## config.mk

```make
export PLATFORM = sky130hd
export DESIGN_NAME = llic_out
export DESIGN_NICKNAME = d
export VERILOG_FILES = /design/src/hw/rtl/llic_pkg.sv /design/src/hw/rtl/llic_out.sv
export SDC_FILE = /design/constraint.sdc
export NUM_CORES = 1
export LEC_CHECK = 0
export ABC_AREA = 1
export ABC_CLOCK_PERIOD_IN_PS = 9000
export BUFFER_PORTS_ARGS = -buffer_cell sky130_fd_sc_hd__buf_2
export CAP_MARGIN = 20
export CORE_AREA = 2 2 189 191
export CTS_BUF_LIST = sky130_fd_sc_hd__clkbuf_4
export DETAILED_ROUTE_END_ITERATION = 8
export DIE_AREA = 0 0 191 193
export GPL_TIMING_DRIVEN = 0
export SYNTH_ARGS = -nofsm -noshare
export SYNTH_HDL_FRONTEND = slang
export SYNTH_SLANG_ARGS = --single-unit
```

## constraint.sdc

```tcl
create_clock -name i_clk -period 9 [get_ports i_clk]
set_input_delay 0.9 -clock i_clk [delete_from_list [all_inputs] [get_ports i_clk]]
set_output_delay 0.9 -clock i_clk [all_outputs]
set_load 0.1 [all_outputs]
```

## src/hw/rtl/llic_pkg.sv

```systemverilog
// ----------------------------------------------------------------------------
// llic_pkg
// shared widths, status codes and pipeline payload types for the
// two-line intersection block
// ----------------------------------------------------------------------------
package llic_pkg;

    localparam int CW    = 32;          // coordinate port width
    localparam int DW    = CW + 1;      // point difference
    localparam int PW    = 2 * DW;      // product of two differences
    localparam int SW    = PW + 1;      // sum of two products
    localparam int MW    = PW;          // magnitude of a sum
    localparam int HW    = MW / 2;      // multiplier slice
    localparam int SQW   = 2 * MW;      // product of two magnitudes
    localparam int NPW   = MW + DW;     // numerator times direction
    localparam int CFGW  = 17;          // cosine limit register
    localparam int LHW   = SQW + 16;    // dot squared in q16
    localparam int RHW   = SQW + CFGW;  // lengths product times limit
    localparam int NUMW  = NPW + 1;     // rounded dividend
    localparam int DVW   = MW + 1;      // doubled divisor
    localparam int QW    = 34;          // quotient bits
    localparam int OVW   = DVW + QW;    // overflow compare width
    localparam int VW    = QW + 2;      // base plus quotient

    localparam logic [CFGW-1:0] COS_RESET = CFGW'(64231);

    typedef enum logic [1:0] {
        ST_OK  = 2'd0,
        ST_PAR = 2'd1,
        ST_DEG = 2'd2,
        ST_SAT = 2'd3
    } t_status;

    typedef struct packed {
        logic signed [CW-1:0] bx;
        logic signed [CW-1:0] by;
        logic                 negx;
        logic                 negy;
        logic                 hugex;
        logic                 hugey;
        logic                 deg;
        logic                 par;
    } t_side;

    typedef struct packed {
        logic [DVW-1:0] d2;
        logic [DVW-1:0] rx;
        logic [DVW-1:0] ry;
        logic [QW-1:0]  lox;
        logic [QW-1:0]  loy;
        logic [QW-1:0]  qx;
        logic [QW-1:0]  qy;
    } t_div;

endpackage

```

## src/hw/rtl/llic_out.sv

```systemverilog
// ----------------------------------------------------------------------------
// llic_out
// adds the rounded step to the base point, clamps to the coordinate range,
// picks the status and holds the result item
// ----------------------------------------------------------------------------
module llic_out #(
    parameter int COORD_BITS = 32
) (
    input  logic                          i_clk,
    input  logic                          i_rst_n,
    input  logic                          i_vld,
    output logic                          o_rdy,
    input  llic_pkg::t_side               i_side,
    input  llic_pkg::t_div                i_div,
    output logic                          o_vld,
    output logic signed [llic_pkg::CW-1:0] o_x,
    output logic signed [llic_pkg::CW-1:0] o_y,
    output logic [1:0]                    o_status,
    input  logic                          i_rdy
);
    import llic_pkg::*;

    localparam logic signed [VW-1:0] C_HI = VW'((longint'(1) << (COORD_BITS - 1)) - 1);
    localparam logic signed [VW-1:0] C_LO = ~C_HI;

    typedef struct packed {
        logic signed [CW-1:0] val;
        logic                 sat;
    } t_coord;

    function automatic t_coord f_coord(input logic signed [CW-1:0] base,
                                       input logic [QW-1:0] q,
                                       input logic neg, input logic huge);
        t_coord               r;
        logic signed [VW-1:0] v;
        v = neg ? VW'(base) - VW'(q) : VW'(base) + VW'(q);
        if (huge) begin
            r.sat = 1'b1;
            r.val = neg ? CW'(C_LO) : CW'(C_HI);
        end else if (v > C_HI) begin
            r.sat = 1'b1;
            r.val = CW'(C_HI);
        end else if (v < C_LO) begin
            r.sat = 1'b1;
            r.val = CW'(C_LO);
        end else begin
            r.sat = 1'b0;
            r.val = CW'(v);
        end
        return r;
    endfunction

    logic                 r_vld;
    logic signed [CW-1:0] r_x, r_y;
    t_status              r_st;
    t_coord               cx, cy;
    logic signed [CW-1:0] n_x, n_y;
    t_status              n_st;

    assign o_rdy = !r_vld || i_rdy;
    assign cx    = f_coord(i_side.bx, i_div.qx, i_side.negx, i_side.hugex);
    assign cy    = f_coord(i_side.by, i_div.qy, i_side.negy, i_side.hugey);

    always_comb begin
        n_x = '0;
        n_y = '0;
        if (i_side.deg) begin
            n_st = ST_DEG;
        end else if (i_side.par) begin
            n_st = ST_PAR;
        end else begin
            n_x  = cx.val;
            n_y  = cy.val;
            n_st = (cx.sat || cy.sat) ? ST_SAT : ST_OK;
        end
    end

    always_ff @(posedge i_clk) begin
        if (!i_rst_n) begin
            r_vld <= 1'b0;
        end else if (o_rdy) begin
            r_vld <= i_vld;
        end
    end

    always_ff @(posedge i_clk) begin
        if (o_rdy) begin
            r_x  <= n_x;
            r_y  <= n_y;
            r_st <= n_st;
        end
    end

    assign o_vld    = r_vld;
    assign o_x      = r_x;
    assign o_y      = r_y;
    assign o_status = r_st;

endmodule

```

-- Yosys cells after proc, flatten, opt, wreduce, memory -nomap -nowiden
Index checks and enable logic that the tools add are counted.
- register bits: 67
- output and inout bits: 68
- reduce and logical (&&, ||, !) cells: 4
- $lt $le $gt $ge: 4
- muxes and demuxes: 12
- add/subtract/negate cells: 4
- operator list (cell ; count):
    33-bit two-way mux ; 6
    32-bit by 35-bit adder with 36-bit output ; 2
    36-bit by 32-bit > comparator with 1-bit output (second input constant) ; 2
    36-bit by 32-bit < comparator with 1-bit output (second input constant) ; 2
    36-bit two-way mux ; 2
    32-bit by 35-bit subtractor with 36-bit output ; 2
    32-bit two-way mux ; 2
    2-bit two-way mux ; 2
    1-bit logical OR ; 2
    2-bit OR reduction ; 1
    1-bit zero test ; 1

-- Longest topological paths before layout
- depth after elaboration: 9
- depth in mapped cells: 32

-- Worst setup path after synthesis
No wires, ideal clock.
- path type: input to register
- from: in i_div[1] in the netlist's numbering
- to: reg r_y[21], in the netlist o_y[21] (data pin)
- setup slack: 4.492 ns
- stages: 27
- arrival: 4.236 ns
- setup time: 0.272 ns
- cell sequence: inv_1 > ha_1 > nand3_1 > nor3_1 > inv_1 > nor3_1 > nand2_1 > nor2_1 > nand3_1 > nand2_1 > o21ai_0 > nor2_1 > o21ai_0 > xnor2_1 > ha_1 > a21o_1 > a31oi_1 > nor2_1 > nor3_1 > nand2_2 > xnor2_2 > nand2_2 > o21ai_2 > buf_6 > buf_12 > nor2_2 > nor2_2
- longest elaborated chain between the ends: 6
- elaborated cells between the ends (all ways): 8
- those cells by class: 2 x add/sub; 2 x order compare; 4 x mux
- ends and longest elaborated chain (what ; line ; RTL):
    start, declared ; llic_out.sv:14 ; input llic_pkg::t_div i_div,
    32-bit by 35-bit adder with 36-bit output / 32-bit by 35-bit subtractor with 36-bit output (equally long branches) ; llic_out.sv:36 ; v = neg ? VW'(base) - VW'(q) : VW'(base) + VW'(q);
    36-bit two-way mux (*) ; llic_out.sv:36 ;
    36-bit by 32-bit < comparator with 1-bit output ; llic_out.sv:43 ; end else if (v < C_LO) begin
    33-bit two-way mux ; llic_out.sv:43 ;
    33-bit two-way mux (*) ; llic_out.sv:40 ; end else if (v > C_HI) begin
    33-bit two-way mux (*) ; llic_out.sv:37 ; if (huge) begin
    end signal, assigned ; llic_out.sv:89 ; r_y <= n_y;
    end, declared ; llic_out.sv:54 ; logic signed [CW-1:0] r_x, r_y;
Mark *: on every way between the ends. The rest lies on a longest branch, timed or not.
A chain may end at the register's enable or synchronous reset.

-- Final worst setup path
- from: in i_div[1] in the netlist's numbering
- to: reg r_y[24], in the netlist o_y[24] (data pin)
Same word-level chain as after synthesis.

==> run_results.csv <==
group,metric,value,unit
setup_path,path_class,"in2reg",
setup_path,startpoint_type,"input pin",
drt,wl_per_cell,15.7,µm
clock_tree,cts_tree,"done",
clock_tree,cts_buffers,9,
floorplanning,dieArea,36900,µm²
cells_and_area,layout_common_cells,"nand2_1 (375), nor2_1 (229), buf_2 (214)",
synthesis,synth_area,9060,µm²
setup_path,crit_arrival,5.36,ns
pwr,swShare,52.4,%
cells_and_area,layout-drive-gt1-share,17.2,%
drt,antenna_left,0,
global_routing,grt_max_degree,69,
floorplanning,ioPinCount,479,
clock_tree,cts.sink_count,67,
synthesis,syn-num-nets,1903,
setup_path,cp_max_fo,10,
sta,slew_violations,0,
drt,drtIter0Drc,744,
cells_and_area,fillCellCount,3932,
synthesis,yosysUniqueCellTypes,45,
pwr,vdd_drop_max,0.000108,V
pwr,p_int,780,µW
cells_and_area,final_nets,2122,
drt,route.vias.total,9705,
clock_tree,htree_levels,3,
clock_tree,postCtsHoldBufs,0,
setup_path,crit_path_max_incr_delay,0.45,ns
synthesis,seq_area_frac_synth,22.1,%
floorplanning,fp.coreArea,35000,µm²
cells_and_area,areaGrowthSynthToFinish,19.7,%
setup_path,worstPathRequired,9.14,ns
placement,pre_cts_ws,3.40,ns
global_routing,grt_pass1_wl,49900,µm
sta,finalHoldViolations,0,
sta,worstMarginPinSlew,0.925,ns
drt,detail_route.vias_per_cell,4.61,
clock_tree,post_cts_buffers,0,
cells_and_area,seqCellArea,2000,µm²
pwr,combPwrFrac,62.1,%
sta,fmax,0.192,GHz
sta,finalSetupViolations,0,
global_routing,grt_pass1_vias,9014,
setup_path,endpoint_kind,"flop",
placement,portBuffers,208,
synthesis,async_flop_share,0,%
clock_tree,root_buffer,"clkbuf_4",
floorplanning,dieWidth,191,µm
synthesis,synthCells,1418,
pwr,pwr-share-seq,24.2,%
job,drv_cap,0,
sta,rsz0062_at_grt,"no",
synthesis,ys.flop_type,"edfxtp_1",
drt,dr.pass1.iters,5,
pwr,clock_power_share,13.7,%
global_routing,antenna_found_initial,5,
sta,period_needed,5.22,ns
synthesis,ys_ff_latch,67,
synthesis,ys_warn_count,0,
sta,clock_skew,0.00917,ns
setup_path,slowest_stage,"o21ai_0",
clock_tree,clk_latency,0.40,ns
drt,drc_errors,0,
setup_path,crit_top_cell,"nand2_1",
drt,totalWireLength,33000,µm
pwr,p_leak,0.00550,µW
pwr,fin_total_pwr,1640,µW
sta,setup_tns,0,ns
clock_tree,clockBufferDepth,2,
clock_tree,cts_resized,0,
global_routing,grt_overflow,0,
sta,period_share,58.0,%
min_path,hold_class,"in2reg",
cells_and_area,multi_input_area,6250,µm²
sta,worst_slack,3.78,ns
pwr,power_per_cell_area,151,nW/µm²
pwr,p_switching,860,µW
global_routing,track_usage,17.6,%
placement,dpl.hpwl,28900,µm
synthesis,synth-edff-count,66,
placement,dpl_cell_area,10700,µm²
floorplanning,die_h,193,µm
floorplanning,start_util,25.9,%
cells_and_area,final_util,31.0,%
floorplanning,rows,69,
synthesis,post_synth.cell_area_avg,6.39,µm²
cells_and_area,final_area,10900,µm²
outcome,status,"finished clean",
cells_and_area,final_common_cell,"nand2_1",
placement,gp_congestion,0.916,
clock_tree,path_clk_slew,0.12,ns
sta,slew-limit-headroom,38.3,%
==> path summary, 6_finish.rpt <==
check,from,endpoint,slack [ns],cells after the start
min reg2reg,o_vld,o_x[28],1.19,1
max reg2reg,o_vld,o_y[23],7.57,1
min,i_vld,o_vld,0.74,3
max,i_div[1],o_y[24],3.78,31
==> stage by stage <==
| stage | cells | hold slack [ns] |
|---|---|---|
| 6_report | 2105 | 0.736 |
| 5_1_grt | 2104 | 0.692 |
| 4_1_cts | 2103 | 0.700 |
| 3_5_place_dp | 2087 | 1.16 |
| 3_3_place_gp | 2087 | 1.16 |
| 2_1_floorplan | 1418 | 1.04 |
==> cells in the mapped netlist (all sizes together), types with 11 or more instances <==
cell type,count,share of area [%]
a21oi,124,6.9
o21ai,48,2.7
xor2,72,7.0
clkbuf,11,0.46
nand3,47,2.7
nor2,252,11
nand4,11,0.83
ha,72,9.9
inv,180,7.5
nand2,380,16
xnor2,53,5.2
buf,14,1.1
edfxtp,66,22
nor3,29,1.9
==> registers in the layout, summed over array words and instances (netlist names) <==
register  count
o_vld         1
o_y          32
o_x          32
o_status      2
==> power by group through the flow <==
stage / combinational, µW / sequential (µW) / clock (µW)
after floorplan: 527 / 645 / 0
after global placement: 1020 / 406 / 0
after detailed placement: 1020 / 404 / 0
after CTS: 1020 / 399 / 236
after global routing: 1120 / 401 / 252
final: 1020 / 397 / 225
==> kinds of logic (layout without fill, tap and decap cells) <==
logic type / after synthesis / in the layout / share of synthesized area, %
other cells: 0 / 2 / 0
fa+ha+maj: 74 / 74 / 10.4
simple gates: 735 / 735 / 33.5
compound gates: 212 / 212 / 12.9
xor+xnor: 125 / 125 / 12.2
flops: 67 / 67 / 22.1
buf+inv: 205 / 429 / 9.04
==> metal layers <==
layer  wire length [µm]  global-route usage, %  vias to the layer above
met5                 35                      0                        -
met4                391                   2.00                        6
met1              16400                   25.9                     4364
met2              13900                   27.0                      289
met3               2360                   3.80                       22
li1                   -                      -                     5024
==> cell type report <==
class | count | share of cell area, %
clock buffers | 9 | 0.622
multi-input cells | 1146 | 57.6
flip-flops and latches | 67 | 18.4
well taps | 461 | 5.31
repair buffers | 208 | 9.59
clock inverters | 7 | 0.841
diodes | 2 | 0.0461
inverters | 180 | 6.22
plain buffers | 25 | 1.33
==> critical path, delay by kind of cell <==
kind | cells | cell delay [ns]
AO/OA/AOI/OAI | 5 | 0.92
adder cells (fa/ha/maj) | 2 | 0.55
AND/OR/NAND/NOR | 18 | 2.23
XOR/XNOR | 1 | 0.17
buffers and inverters | 5 | 0.56
No activity file was read; power rests on OpenSTA's default activity.
