$ cat src/hw/rtl/llic_pkg.sv
// ----------------------------------------------------------------------------
// llic_pkg
// shared widths, status codes and pipeline payload types for the
// two-line intersection block
// ----------------------------------------------------------------------------
package llic_pkg;

    localparam int CW    = 32;          // coordinate port width
    localparam int DW    = CW + 1;      // point difference
    localparam int PW    = 2 * DW;      // product of two differences
    localparam int SW    = PW + 1;      // sum of two products
    localparam int MW    = PW;          // magnitude of a sum
    localparam int HW    = MW / 2;      // multiplier slice
    localparam int SQW   = 2 * MW;      // product of two magnitudes
    localparam int NPW   = MW + DW;     // numerator times direction
    localparam int CFGW  = 17;          // cosine limit register
    localparam int LHW   = SQW + 16;    // dot squared in q16
    localparam int RHW   = SQW + CFGW;  // lengths product times limit
    localparam int NUMW  = NPW + 1;     // rounded dividend
    localparam int DVW   = MW + 1;      // doubled divisor
    localparam int QW    = 34;          // quotient bits
    localparam int OVW   = DVW + QW;    // overflow compare width
    localparam int VW    = QW + 2;      // base plus quotient

    localparam logic [CFGW-1:0] COS_RESET = CFGW'(64231);

    typedef enum logic [1:0] {
        ST_OK  = 2'd0,
        ST_PAR = 2'd1,
        ST_DEG = 2'd2,
        ST_SAT = 2'd3
    } t_status;

    typedef struct packed {
        logic signed [CW-1:0] bx;
        logic signed [CW-1:0] by;
        logic                 negx;
        logic                 negy;
        logic                 hugex;
        logic                 hugey;
        logic                 deg;
        logic                 par;
    } t_side;

    typedef struct packed {
        logic [DVW-1:0] d2;
        logic [DVW-1:0] rx;
        logic [DVW-1:0] ry;
        logic [QW-1:0]  lox;
        logic [QW-1:0]  loy;
        logic [QW-1:0]  qx;
        logic [QW-1:0]  qy;
    } t_div;

endpackage

$ cat src/hw/rtl/llic_div_cell.sv
// ----------------------------------------------------------------------------
// llic_div_cell
// one restoring division step for both coordinates, one quotient bit
// per cell, registered toward the next cell
// ----------------------------------------------------------------------------
module llic_div_cell #(
    parameter int STEP = 0
) (
    input  logic            i_clk,
    input  logic            i_rst_n,
    input  logic            i_vld,
    output logic            o_rdy,
    input  llic_pkg::t_side i_side,
    input  llic_pkg::t_div  i_div,
    output logic            o_vld,
    output llic_pkg::t_side o_side,
    output llic_pkg::t_div  o_div,
    input  logic            i_rdy
);
    import llic_pkg::*;

    localparam int BIT = QW - 1 - STEP;

    logic            r_vld;
    t_side           r_side;
    t_div            r_div;
    t_div            n_div;
    logic [DVW:0]    tx, ty, dd;
    logic            gex, gey;

    assign o_rdy = !r_vld || i_rdy;

    assign dd  = {1'b0, i_div.d2};
    assign tx  = {i_div.rx, i_div.lox[BIT]};
    assign ty  = {i_div.ry, i_div.loy[BIT]};
    assign gex = tx >= dd;
    assign gey = ty >= dd;

    always_comb begin
        n_div         = i_div;
        n_div.rx      = gex ? DVW'(tx - dd) : DVW'(tx);
        n_div.ry      = gey ? DVW'(ty - dd) : DVW'(ty);
        n_div.qx[BIT] = gex;
        n_div.qy[BIT] = gey;
    end

    always_ff @(posedge i_clk) begin
        if (!i_rst_n) begin
            r_vld <= 1'b0;
        end else if (o_rdy) begin
            r_vld <= i_vld;
        end
    end

    always_ff @(posedge i_clk) begin
        if (o_rdy) begin
            r_side <= i_side;
            r_div  <= n_div;
        end
    end

    assign o_vld  = r_vld;
    assign o_side = r_side;
    assign o_div  = r_div;

endmodule

$ cat config.mk
export PLATFORM = sky130hd
export DESIGN_NAME = llic_div_cell
export DESIGN_NICKNAME = d
export VERILOG_FILES = /design/src/hw/rtl/llic_pkg.sv /design/src/hw/rtl/llic_div_cell.sv
export SDC_FILE = /design/constraint.sdc
export NUM_CORES = 1
export LEC_CHECK = 0
export BUFFER_PORTS_ARGS = -buffer_cell sky130_fd_sc_hd__buf_2
export CORE_AREA = 10 10 310 312
export CTS_BUF_LIST = sky130_fd_sc_hd__clkbuf_4 sky130_fd_sc_hd__clkbuf_8
export CTS_CLUSTER_SIZE = 14
export DETAILED_ROUTE_END_ITERATION = 12
export DIE_AREA = 0 0 320 322
export HOLD_SLACK_MARGIN = 0.06
export PLACE_DENSITY = 0.44
export REMOVE_ABC_BUFFERS = 1
export SYNTH_ARGS = -nofsm -noshare
export SYNTH_HDL_FRONTEND = slang
export SYNTH_SLANG_ARGS = --single-unit
$ cat constraint.sdc
create_clock -name i_clk -period 48.5 [get_ports i_clk]
set_clock_uncertainty 0.2 [all_clocks]
set_input_delay 9.7 -clock i_clk [delete_from_list [all_inputs] [get_ports i_clk]]
set_output_delay 9.7 -clock i_clk [all_outputs]
set_load 0.05 [all_outputs]
## Yosys cells after proc, flatten, opt, wreduce, memory -nomap -nowiden

Index checks and enable logic that the tools add are counted.

- Mux-type cells: 2
- $lt $le $gt $ge: 2
- Add/sub/neg operators: 2
- Multiply operators: 0
- Bitwise operators: 0
- Reduce and logical (&&, ||, !) cells: 2
- Shift operators: 0
- Div/mod/pow operators: 0
- Equal/unequal tests: 0

Operator list:

| cell | count |
|---|---|
| $ge A68 B67 Y1 | 2 |
| $mux W67 | 2 |
| $sub A67 B67 Y67 | 2 |
| $logic_not A1 Y1 | 1 |
| $logic_or A1 B1 Y1 | 1 |

- ROM bits: 0
- Memory bits (writable): 0
- Bits in latches: 0
- Register bits: 408
- Output and inout bits: 409
- Bits of input ports: 411
- Memories: 0

## Depth between registers and ports, before layout

Gate-level depths: netlist (run 1).

- Depth after elaboration: 2
- Depth in mapped cells: 16
- Mapped depth without buffers: 14

## Worst setup path before layout (run 1)

No wires, ideal clock.

- Path type: input to output
- From: input i_rdy
- To: output o_rdy
- Data arrival time: 19.769 ns
- Cell stages on the path: 1
- Buffers on the path: 0
- Path slack: 18.831 ns
- Path through: nand2b_1

- Longest elaborated chain between the ends: 1

RTL lines:

| element | RTL line | source |
|---|---|---|
| start: declaration | llic_div_cell.sv:18 | `input logic i_rdy` |
| $logic_or A1 B1 Y1 | llic_div_cell.sv:31 | `assign o_rdy = !r_vld \|\| i_rdy;` |
| end: declaration | llic_div_cell.sv:12 | `output logic o_rdy,` |

No other way between the ends.

## Worst setup path after layout (run 1)

Same ends and word-level chain as after synthesis.

==> results_dict.tcl, run 1 <==
set metrics [dict create \
    status "complete, no violations" \
    finalCritPeriodShare_pct 41.7 \
    p_leak_nw 12.6 \
    ys_warn_count 0 \
    p_switching_mw 0.456 \
    tightest_slew_ps 1080 \
    comb_power_share_pct 32.2 \
    place_congestion 0.897 \
    syn_area_um2 21900 \
    switching_share_pct 38.6 \
    holdBufCountCts 0 \
    internal-power_mw 0.725 \
    place_ws_ps 28250 \
    routed_via_density 4.78 \
    maxCapViolCount 0 \
    drc 0 \
    grt_util_met1_pct 21.5 \
    slew-limit-headroom_pct 25.9 \
    wl_um 106000 \
    worstPathRequired_ps 38600 \
    post-cts-setup-buffer-count 0 \
    num_vias 18990 \
    cts_tree "yes" \
    htree_levels 3 \
    tns_ps 0 \
    antenna_found_initial 44 \
    pwr-share-seq_pct 38.2 \
    fin_ws_ps 28260 \
    die_x_um 320 \
    nFillCells 9309 \
    power_density_nw_per_um2 40.9 \
    synthArstFlopShare_pct 0 \
    initial_core_util_pct 24.5 \
    grt_usage_pct 19.6 \
    multi_input_area_um2 9020 \
    grt_max_degree 82 \
    ir_drop_v 0.0000210 \
    overflow 0 \
    synth_cell_types 71 \
    hold_viol 0 \
    worstPathMaxFanout 5 \
    use_met2_pct 35.6 \
    path_clk_slew_ps 60 \
    syn_inst 1890 \
    setup_viol 0 \
    wl_per_cell_um 26.8 \
    hold_ws_ps 525 \
    ys_ff_latch 408 \
    met3_usage_pct 6.32 \
    final_layout_size_suffix_gt1_share_pct 36.7 \
    ys_seq_area_share_pct 55.8 \
    crit_path_end_kind "output pin" \
    cts_made_buffers 78 \
    rows 110 \
    hold_class "flop to flop" \
    avgSynthCellArea_um2 11.6 \
    clock_sinks 408 \
    busiest_layer "met2" \
    critPathKind "primary input to output pin" \
    slew_violations 0 \
    die_h_um 322 \
    clockPowerShare_pct 29.6 \
    dpl.hpwl_um 90000 \
    core-area_um2 89600 \
    io_buffer_count 817 \
    ctsResizeCount 0 \
    synth_edf_count 407 \
    fmax_ghz 0.0494 \
    ant_nets 0 \
    reg2reg_slack_ps 44480 \
    post-route-min-period_ps 20240 \
    nNetsFinal 3273 \
    clk_latency_ps 710 \
    clockRootBuffer "clkbuf_8" \
    grt_pass1_wl_um 146000 \
    ios 820 \
    drt_iter0_markers 1431 \
    synthToLayoutAreaGrowth_pct 31.8 \
    critPathArrivalTime_ps 10340 \
    rsz0062_at_grt "no" \
    crit_path_start_kind "primary input" \
    dr.pass1.iters 5 \
    first_global_vias 19321 \
    seqCellArea_um2 12200 \
    synth_top_flop_cell "edfxtp_1" \
    cts_buffer_depth 3 \
    die_area_um2 103000 \
]
## layout by cell type, fill, tap and decap left out, drive strengths merged, types with 14 or more instances in the layout
cell | netlist | layout
o21ai | 151 | 151
a21o | 52 | 52
buf | 14 | 828
mux2 | 73 | 73
edfxtp | 407 | 407
nor2 | 77 | 77
xnor2 | 78 | 78
o31ai | 16 | 16
ha | 134 | 134
clkinv | 0 | 31
nand3 | 32 | 32
nor3 | 25 | 25
a31oi | 20 | 20
xor2 | 46 | 46
and3 | 14 | 14
inv | 105 | 108
clkbuf | 58 | 103
o21a | 17 | 17
nand4 | 42 | 42
a21oi | 162 | 162
o21bai | 30 | 30
nand2 | 184 | 184
## state kept, by name, summed over array words and instances (netlist names)
name,cells
o_side,70
o_vld,1
o_div,337
## cells in the mapped netlist (11+ instances only)
master | number | area [µm²]
xnor2_1 | 78 | 683
edfxtp_1 | 407 | 12200
a21oi_1 | 161 | 806
o211ai_1 | 11 | 82.6
a21o_1 | 52 | 390
nor2_1 | 77 | 289
ha_1 | 134 | 1680
clkbuf_1 | 58 | 218
mux2_2 | 56 | 631
and3_1 | 14 | 87.6
o21bai_1 | 30 | 225
o21a_1 | 17 | 128
xor2_1 | 46 | 403
mux2_1 | 17 | 191
nor4_1 | 12 | 75.1
a31oi_1 | 19 | 119
nand4_1 | 42 | 263
nand2_1 | 184 | 691
o21ai_0 | 146 | 731
nor3_1 | 25 | 125
o31ai_1 | 16 | 120
nand3_1 | 32 | 160
inv_1 | 105 | 394
## through the flow
stage          instances  area (µm²)  util (%)  power [mW]
4_1_cts             3965       28900      32.2        1.20
6_report            3973       28900      32.2        1.18
3_3_place_gp        3822       27300      30.5       0.842
5_1_grt             3969       28900      32.2        1.24
2_1_floorplan       1818       21600         -       0.725
3_5_place_dp        3822       27300      30.5       0.842
## layer usage
metal	up-vias	part of all wire (%)
li1	8813	-
met1	9226	38
met2	744	52
met3	173	8.0
met4	34	2.6
met5	-	0.20
## kinds of logic (layout without fill, tap and decap cells)
| family | Yosys count | in the layout | share of synthesized area [%] |
|---|---|---|---|
| other cells | 0 | 8 | 0 |
| simple gates | 440 | 440 | 9.39 |
| compound gates | 529 | 529 | 14.9 |
| flops | 408 | 408 | 55.8 |
| fa+ha+maj | 136 | 136 | 7.83 |
| xor+xnor | 124 | 124 | 4.95 |
| mux | 76 | 76 | 3.89 |
| buf+inv | 177 | 1076 | 3.22 |
## power groups by stage
stage / sequential (mW) / clock [mW] / combinational [mW]
final: 0.452 / 0.350 / 0.380
after global routing: 0.455 / 0.380 / 0.403
after CTS: 0.452 / 0.364 / 0.385
after detailed placement: 0.459 / 0 / 0.383
after global placement: 0.459 / 0 / 0.383
after floorplan: 0.608 / 0 / 0.117
## cell type report
class / count / area share (%)
multi-input cells: 1305 / 31.2
clock buffers: 103 / 4.39
clock inverters: 40 / 1.06
diodes: 8 / 0.0693
repair buffers: 828 / 14.4
well taps: 1176 / 5.09
inverters: 105 / 1.36
flip-flops and latches: 408 / 42.4
## critical path, cell delays in order
cell and delay [ps]:
buf_2 80, nand2b_4 230, buf_2 310
## final timing paths
| kind | startpoint | endpoint | depth (start not counted) |
|---|---|---|---|
| worst min register to register | o_vld | o_div[110] | 1 |
| worst max register to register | o_vld | o_div[42] | 5 |
| worst max-delay path | i_rdy | o_rdy | 3 |
| worst min-delay path | o_vld | o_div[110] | 1 |
Note: power is estimated with default switching activity, not from simulation.
==> inputs of run 2 (changes only) <==
Settings changed: ABC_AREA from default to 1, PLACE_DENSITY 0.44 to 0.49.
Clock period 48.5 ns to 20.6 ns, I/O delays scaled along.
==> results_dict.tcl, run 2 <==
set metrics [dict create \
    status "complete, no violations" \
    place_congestion 0.964 \
    hold_viol 0 \
    cts_tree "yes" \
    ys_ff_latch 408 \
    p_switching_mw 1.15 \
    htree_levels 3 \
    setup_viol 0 \
    post-cts-setup-buffer-count 0 \
    die_x_um 320 \
    critPathMaxStageDelay_ps 300 \
    core-area_um2 89600 \
    grt_pass1_wl_um 182000 \
    p_leak_nw 17.6 \
    finish.utilization_pct 37.0 \
    cts_buffer_depth 3 \
    hold_class "flop to flop" \
    regToRegEndpoint "o_div[11]" \
    cts_made_buffers 78 \
    tns_ps 0 \
    final_layout_size_suffix_gt1_share_pct 22.5 \
    fmax_ghz 0.111 \
    synth_common_cells "nand2_1, inv_1, edfxtp_1" \
    finalCritPeriodShare_pct 43.8 \
    nFillCells 9800 \
    worstPathMaxFanout 2 \
    ctsResizeCount 0 \
    drt_iter0_markers 1630 \
    worstPathRequired_ps 16280 \
    critPathSlowestCell "buf_2" \
    syn_area_um2 26100 \
    num_vias 25726 \
    slew-limit-headroom_pct 29.1 \
    clockPowerShare_pct 30.1 \
    power_density_nw_per_um2 86.5 \
    switching_share_pct 40.0 \
    antenna_found_initial 37 \
    crit_path_start_kind "primary input" \
    synth_cell_types 30 \
    synth_edf_count 407 \
    dpl.hpwl_um 113000 \
    grt_usage_pct 24.6 \
    dr.pass1.iters 6 \
    synth_area_leaders "edfxtp_1, nand2_1, inv_1" \
    path_cells "buf_2, inv_1, nand2_4, buf_2" \
    slew_violations 0 \
    reg2reg_slack_ps 16520 \
    ff2ff_path_depth 5 \
    whs_path_depth 2 \
    synth_area_leader_cell "edfxtp_1" \
    critPathArrivalTime_ps 4700 \
    drc 0 \
    synth_top_area_share_pct 46.9 \
    pwr-share-seq_pct 36.6 \
    maxCapViolCount 0 \
    routed_via_density 4.66 \
    ir_drop_v 0.0000549 \
    clockRootBuffer "clkbuf_8" \
    io_buffer_count 817 \
    die_area_um2 103000 \
    largest_reg_flops 337 \
    rows 110 \
    clk_latency_ps 690 \
    path_common_cell "buf_2" \
    overflow 0 \
    dpl_cell_area_um2 31500 \
    post-route-min-period_ps 9020 \
    syn_inst 3402 \
    ys_warn_count 0 \
    initial_core_util_pct 29.1 \
    final_cell_mix "nand2_1, buf_2, inv_1" \
    post-synth-top-count-cell "nand2_1" \
    clock_sinks 408 \
    ys_seq_area_share_pct 46.9 \
    die_h_um 322 \
    multi_input_area_um2 11300 \
    wl_um 132000 \
    synthToLayoutAreaGrowth_pct 27.2 \
    seqCellArea_um2 12200 \
    crit_path_end_kind "output pin" \
    avgSynthCellArea_um2 7.66 \
    hp-start "o_vld" \
    hold_end "o_div[333]" \
    holdBufCountCts 0 \
    grt_max_degree 80 \
    layout_commonest_cell "nand2_1" \
    internal-power_mw 1.72 \
    synthArstFlopShare_pct 0 \
    tightest_slew_ps 1060 \
    path_clk_slew_ps 60 \
    comb_power_share_pct 33.3 \
    finalInstanceArea_um2 33200 \
    wl_per_cell_um 23.9 \
    first_global_vias 25796 \
    rsz0062_at_grt "no" \
    ant_nets 0 \
    regToRegStartpoint "o_vld" \
    ios 820 \
    nNetsFinal 4821 \
    critPathKind "primary input to output pin" \
    synth_top_flop_cell "edfxtp_1" \
]
==> run 2: cell count changes after synthesis, moves of 19 or more <==
cell      before   now
mux2_2        56     0
clkbuf_1      58     4
nand2_1      184  1301
a31oi_1       19     0
nor2_1        77   248
xnor2_1       78     4
a21o_1        52     4
inv_1        105   622
nand3b_1       1    27
o21ai_0      146    55
nand3_1       32   239
==> run 2: critical path, delay by kind of cell <==
kind,cells,cell delay (ps)
buffers and inverters,3,430
and+or+nand+nor,1,140
==> run 2: worst max-delay path by stage <==
stage	slack [ps]	start	cells past startpoint	end
finish	11580	i_rdy	4	o_rdy
global route	11560	i_rdy	4	o_rdy
detailed placement	11590	i_rdy	4	o_rdy
global placement	11590	i_rdy	4	o_rdy
floorplan	3260	i_rdy	2	o_rdy
CTS	11590	i_rdy	4	o_rdy
==> run 2: cell families (layout without fill, tap and decap cells) <==
logic type	count (synthesis)	count (layout)	share of synthesized area, %
AND/OR/NAND/NOR	1893	1893	29.4
buffers and inverters	660	1595	9.89
flip-flops	408	408	46.9
AO/OA/AOI/OAI	237	237	4.87
adder cells (fa/ha/maj)	136	136	6.58
XOR/XNOR	68	68	2.28
other	0	5	0
==> run 2: layout make-up <==
cell class              count  share of cell area [%]
flip-flops and latches    408                    36.9
inverters                 625                    7.07
diodes                      5                  0.0377
well taps                1176                    4.44
clock inverters            39                    1.09
multi-input cells        2334                    34.0
clock buffers             104                    3.88
repair buffers            827                    12.6
==> run 2: per-stage QoR <==
stage / instances / setup WS, ps / power, mW / hold WS [ps]
3_3_place_gp: 5370 / 11590 / 2.03 / 900
2_1_floorplan: 3367 / 3260 / 1.72 / 4020
4_1_cts: 5513 / 11590 / 2.91 / 911
6_report: 5518 / 11580 / 2.87 / 893
5_1_grt: 5513 / 11560 / 3.01 / 964
3_5_place_dp: 5370 / 11590 / 2.03 / 897
==> run 2: routing by layer <==
layer	wire length, µm	track usage [%]	vias up
met1	50300	26.6	12063
li1	-	-	12596
met2	68900	46.6	840
met4	3950	7.45	28
met3	8600	5.98	199
met5	209	0	-
==> run 2: power groups by stage <==
| stage | Combinational, mW | Clock, mW | Sequential (mW) |
|---|---|---|---|
| finish | 0.956 | 0.865 | 1.05 |
| global route | 1.02 | 0.929 | 1.06 |
| CTS | 0.966 | 0.893 | 1.05 |
| detailed placement | 0.963 | 0 | 1.07 |
| global placement | 0.964 | 0 | 1.06 |
| floorplan | 0.311 | 0 | 1.41 |
